File: src/rtl/hsv_pkg.sv
package hsv_pkg;

    // One source pixel and one adjusted pixel.
    typedef struct packed {
        logic [7:0] red_in;
        logic [7:0] green_in;
        logic [7:0] blue_in;
    } pixel_in_t;

    typedef struct packed {
        logic [7:0] red_out;
        logic [7:0] green_out;
        logic [7:0] blue_out;
    } pixel_out_t;

    // Configuration register indexes.
    localparam logic [2:0] CFG_HUE_SHIFT    = 3'd0;
    localparam logic [2:0] CFG_SAT_ADJUST   = 3'd1;
    localparam logic [2:0] CFG_VAL_ADJUST   = 3'd2;
    localparam logic [2:0] CFG_SAT_ADDITIVE = 3'd3;
    localparam logic [2:0] CFG_VAL_ADDITIVE = 3'd4;

    // Pipelined restoring divider: one quotient bit per stage.
    localparam int DIV_NUM_W = 21;
    localparam int DIV_DEN_W = 8;
    localparam int DIV_QUO_W = 13;

endpackage

File: src/rtl/hsv_div.sv
module hsv_div (
    input  logic                               clk,
    input  logic                               adv,
    input  logic [hsv_pkg::DIV_NUM_W-1:0]      num,
    input  logic [hsv_pkg::DIV_DEN_W-1:0]      den,
    output logic [hsv_pkg::DIV_QUO_W-1:0]      quo
);
    import hsv_pkg::*;

    logic [DIV_NUM_W-1:0] rem_reg  [DIV_QUO_W];
    logic [DIV_DEN_W-1:0] den_reg  [DIV_QUO_W];
    logic [DIV_QUO_W-1:0] quo_reg  [DIV_QUO_W];
    logic [DIV_NUM_W-1:0] rem_next [DIV_QUO_W];
    logic [DIV_QUO_W-1:0] quo_next [DIV_QUO_W];

    // Each stage tries to subtract the divisor shifted to its quotient bit.
    always_comb
    begin
        logic [DIV_NUM_W-1:0] rem_cur;
        logic [DIV_DEN_W-1:0] den_cur;
        logic [DIV_QUO_W-1:0] quo_cur;
        logic [DIV_NUM_W:0]   dsh;
        logic [DIV_NUM_W:0]   trial;
        for (int k = 0; k < DIV_QUO_W; k++)
        begin
            if (k == 0)
            begin
                rem_cur = num;
                den_cur = den;
                quo_cur = '0;
            end
            else
            begin
                rem_cur = rem_reg[k-1];
                den_cur = den_reg[k-1];
                quo_cur = quo_reg[k-1];
            end
            dsh   = {{(DIV_NUM_W+1-DIV_DEN_W){1'b0}}, den_cur} << (DIV_QUO_W-1-k);
            trial = {1'b0, rem_cur} - dsh;
            rem_next[k] = rem_cur;
            quo_next[k] = quo_cur;
            if (!trial[DIV_NUM_W])
            begin
                rem_next[k] = trial[DIV_NUM_W-1:0];
                quo_next[k][DIV_QUO_W-1-k] = 1'b1;
            end
        end
    end

    always_ff @(posedge clk)
    begin
        if (adv)
        begin
            for (int k = 0; k < DIV_QUO_W; k++)
            begin
                rem_reg[k] <= rem_next[k];
                quo_reg[k] <= quo_next[k];
                den_reg[k] <= (k == 0) ? den : den_reg[k-1];
            end
        end
    end

    assign quo = quo_reg[DIV_QUO_W-1];

endmodule

File: config.mk
export PLATFORM = sky130hd
export DESIGN_NAME = hsv_div
export DESIGN_NICKNAME = d
export VERILOG_FILES = /design/src/rtl/hsv_pkg.sv /design/src/rtl/hsv_div.sv
export SDC_FILE = /design/constraint.sdc
export NUM_CORES = 1
export LEC_CHECK = 0
export BUFFER_PORTS_ARGS = -buffer_cell sky130_fd_sc_hd__buf_2
export CAP_MARGIN = 20
export CORE_AREA = 2 2 138 241
export CTS_CLUSTER_SIZE = 12
export DETAILED_ROUTE_END_ITERATION = 8
export DIE_AREA = 0 0 140 243
export PLACE_DENSITY = 0.81
export SKIP_CTS_REPAIR_TIMING = 1
export SLEW_MARGIN = 40
export SYNTH_ARGS = -nofsm -noshare
export SYNTH_HDL_FRONTEND = slang
export SYNTH_SLANG_ARGS = --single-unit
File: constraint.sdc
create_clock -name clk -period 4.5 [get_ports clk]
set_input_delay 0.225 -clock clk [delete_from_list [all_inputs] [get_ports clk]]
set_output_delay 0.225 -clock clk [all_outputs]
set_load 0.01 [all_outputs]
==> flow_results.org <==
** Yosys
- Synthesis produced roughly 1500 cells.
- The synthesized design spends more area on one cell type than any other, namely edfxtp_1.
- The top cell type by area accounts for between 60 and 70% of the synthesized area.
- The synthesized design contains ~440 enable-type register cells.
- Async set-reset flop share out of synthesis :: 0%
- Yosys printed 0 warnings.
- Yosys mapped the design onto between 70 and 80 distinct sky130hd cell types.
- Most area-consuming cells after synthesis :: edfxtp_1 64%, ha_1 6.3%, mux2_2 2.7%
- Summing every instance area after synthesis gives a little over 20000 µm².
- Post-synthesis average cell area :: approximately 14 µm²
- Synthesized netlist net count :: 1665
- Sequential share of the synthesized area :: 64.2%
- Most common cell in the synthesized netlist :: edfxtp_1
- Synthesis inferred approximately 440 register bits.
- The most used flip-flop cell after synthesis is edfxtp_1.
- By count the netlist is led by 439 x edfxtp_1, 142 x inv_1, 105 x nand2_1, 103 x ha_1, 95 x o21ai_0.

** Clock tree
- CTS buffer count :: 42
- In this run the deepest clock path goes through 3 buffers.
- The clock net in this run drives a total of approximately 440 sinks.
- TritonCTS clock tree :: built
- The root buffer cell chosen for the clock tree is clkbuf_16.
- Source-to-sink clock delay at the later pin of the worst-skew pair :: between 0.5 and 0.6 ns
- Number of levels the H-tree was split into :: 2
- Clock transition at path regs :: 0.06 ns

** Timing
- Worst-margin pin slew :: between 0.8 and 0.9 ns
- Endpoints failing hold :: 2
- Worst-case headroom to the max-slew limit :: roughly 45%
- After layout, the minimum clock period comes to 3.08 ns.
- Final hold analysis gives a worst-case slack of -0.00473 ns.
- The max-slew violation total from the final report is 0.
- Endpoints failing setup :: 0
- Setup repair after global routing left no endpoint under its margin.
- The final critical path takes up 68.5% of the cycle.
- Summed over all failing endpoints, the final setup total negative slack is 0 ns.
- Final worst clock skew :: approximately 0.017 ns
- Maximum clock frequency :: roughly 320 MHz

** GRT
- The first global-routing pass estimated 54400 µm of wire.
- The via count of the first global-routing pass is 12380.
- For this run, global-route usage on met2 was measured as a little over two fifths.
- Entering global routing, the biggest net connects 117 pins.
- Global routing finished with a remaining overflow of 0.
- Global route hottest layer :: met2
- Global-route met3 utilization :: under 10%
- Global routing used about 16% of the available met1 tracks.
- The initial antenna violation count is 0.
- In the global route stage, overall resource usage came out at about a fifth.

** Setup path
- Along the worst path, the maximum fanout reaches 9.
- For this design, the slowest cell found on the critical path is and3_1.
- CP dominant cell by count :: inv_1
- Launching element type of the critical path :: register
- Crit path largest cell delay :: about 0.48 ns
- Worst path arrival time :: about 3.4 ns
- The setup path with the least slack is of type reg -> reg.
- The signal on the critical path passes through inv_1 > ha_1 > inv_1 > fa_1 > a211oi_1 > o311ai_0 > o211ai_1 > and3_1 > mux2_2.
- Required time of the critical path :: between 4 and 5 ns
- STA classifies the critical path endpoint as a register.

** Placed design
- Port buffering added 43 buffers.
- Gp weighted congestion :: between 0.8 and 0.9
- The wire-length estimate of the detail-placed layout is about 24000 µm.

** Power
- Total power of the final layout :: approximately 12 mW
- Reg power frac :: ~50%
- Leakage power figure :: roughly 8.4 nW
- Power per cell area :: slightly above 500 nW/µm²
- In this run, the combinational gates consume a little under a quarter of the power.
- For this design the total switching power over the nets is 3.21 mW.
- Net Sw Frac :: ~28%
- Design internal power :: about 8.3 mW
- Worst IR Drop VDD :: approximately 0.00036 V
- The clock network burns 26.9% of the power.

** Floorplan
- Total die area :: between 30000 and 40000 µm²
- From left edge to right edge, the die measures around 140 µm.
- I/O pins :: 44
- Initial standard-cell utilization of the core :: 64.0%
- Row generation in the floorplan step produced 87 rows.
- The floorplan step defined a core boundary enclosing between 30000 and 40000 µm².
- Die extent in y :: about 240 µm

** Detailed routing
- Average routed wire per standard cell :: between 15 and 20 µm
- In this run, the number of DRC markers left after iteration 0 of detailed routing was around 540.
- Once detail routing completed, the nets flagged for antenna violations numbered 0.
- The routed design has approximately 34000 µm of wire.
- After detailed routing, the number of vias per cell comes to between 5 and 6.
- The first detailed-routing pass ran for 7 iterations.
- Via Count :: 11797
- Final routed DRC violation total :: 0

** Outcome
- The checks that failed: negative hold slack.
- Result of the run :: finished, violations left

** Final layout
- Register area :: ~13000 µm²
- Area taken by multi-input logic gates :: about 6700 µm²
- Counting the fill cells in the layout gives ~2000.
- Ratio of cells with drive above 1 in the final layout :: approximately 11%
- The net count of the finished layout is approximately 1800.
- The register with the most flip-flops in the layout has about 250 of them.
- Layout area overhead :: 10.2%
- The repair_antennas step left the layout with diodes totalling 0.

** Flow run
- The tool flagged a number of max-cap violations equal to 0.

** Min path
- The worst hold path belongs to the class in -> reg.
-- power groups by stage --
stage | sequential, mW | combinational [mW] | clock, mW
2_1_floorplan | 5.70 | 2.05 | 0
3_3_place_gp | 5.77 | 2.50 | 0
3_5_place_dp | 5.81 | 2.65 | 0
4_1_cts | 5.73 | 2.67 | 3.17
5_1_grt | 5.81 | 2.98 | 3.30
6_report | 5.74 | 2.69 | 3.10
-- layout by cell type, fill, tap and decap left out, types with 6 or more instances in the layout --
cell type and n:
nand2_1 105, dlygate4sd3_1 20, nor4_1 15, buf_4 7, or4_1 7, a21oi_1 55
ha_1 103, edfxtp_1 439, and3_1 6, a21o_1 12, a31oi_1 8, nor3_1 37
nor2b_1 28, nor2_1 85, o211ai_1 6, and2_1 8, fa_1 12, or3_1 14
mux2_2 49, o31ai_1 9, o31a_1 9, xor2_1 43, buf_2 42, nand3_1 24
o2111ai_1 6, inv_1 142, clkbuf_16 45, o41ai_1 6, o21a_1 20, mux2i_1 11
o21ai_0 95, xnor2_1 53, a211oi_1 10, nand2b_1 23
-- path summary, 6_finish.rpt --
path	start	endpoint	slack [ns]	cells after the start
worst max-delay path	rem_reg[2][3]	rem_reg[2][25]	1.42	9
worst min-delay path	num[18]	rem_reg[0][18]	-0.005	2
worst max register to register	rem_reg[2][3]	rem_reg[2][25]	1.42	9
worst min register to register	quo_reg[0][75]	quo_reg[0][88]	0.41	0
-- per-stage QoR --
| stage | setup slack, ns | util, % | cell area [µm²] | hold WS (ns) | cells |
|---|---|---|---|---|---|
| CTS | 1.45 | 69.8 | 22400 | -0.163 | 2005 |
| floorplan | 1.92 | - | 20500 | 0.324 | 1519 |
| detailed placement | 1.45 | 66.3 | 21300 | 0.403 | 1957 |
| global route | 1.29 | 70.5 | 22600 | 0.000971 | 2026 |
| finish | 1.42 | 70.5 | 22600 | -0.00473 | 2026 |
| global placement | 1.42 | 66.2 | 21300 | 0.400 | 1957 |
-- worst max-delay path, delay by kind of cell (launching register included) --
| family | cells | cell delay, ns |
|---|---|---|
| AO/OA/AOI/OAI | 3 | 0.88 |
| adder cells (fa/ha/maj) | 2 | 0.57 |
| buffers and inverters | 2 | 0.13 |
| flip-flops | 1 | 0.39 |
| multiplexers | 1 | 0.38 |
| AND/OR/NAND/NOR | 1 | 0.48 |
-- final cells by class --
| type | instances | share of cell area [%] |
|---|---|---|
| flip-flops and latches | 439 | 58.2 |
| multi-input cells | 924 | 29.8 |
| clock buffers | 46 | 4.99 |
| repair buffers | 73 | 2.41 |
| inverters | 142 | 2.35 |
| well taps | 400 | 2.21 |
| clock inverters | 2 | 0.0332 |
-- metal layers --
| layer | vias up | share of wire, % |
|---|---|---|
| met5 | - | 0 |
| met1 | 5748 | 32 |
| met2 | 189 | 62 |
| met3 | 82 | 2.4 |
| met4 | 0 | 3.1 |
| li1 | 5778 | - |
-- kinds of logic (layout without fill, tap and decap cells) --
| kind of cell | count (synthesis) | in the layout | share of synthesized area [%] |
|---|---|---|---|
| AOI/OAI and AO/OA | 265 | 265 | 8.20 |
| xor gates and xnor gates | 96 | 96 | 4.09 |
| adders and majority gates | 115 | 115 | 7.44 |
| buffers and inverters | 156 | 263 | 3.03 |
| DFF | 439 | 439 | 64.2 |
| muxes | 60 | 60 | 3.22 |
| and+or+nand+nor | 388 | 388 | 9.81 |
Note: power is estimated with default switching activity, not from simulation.
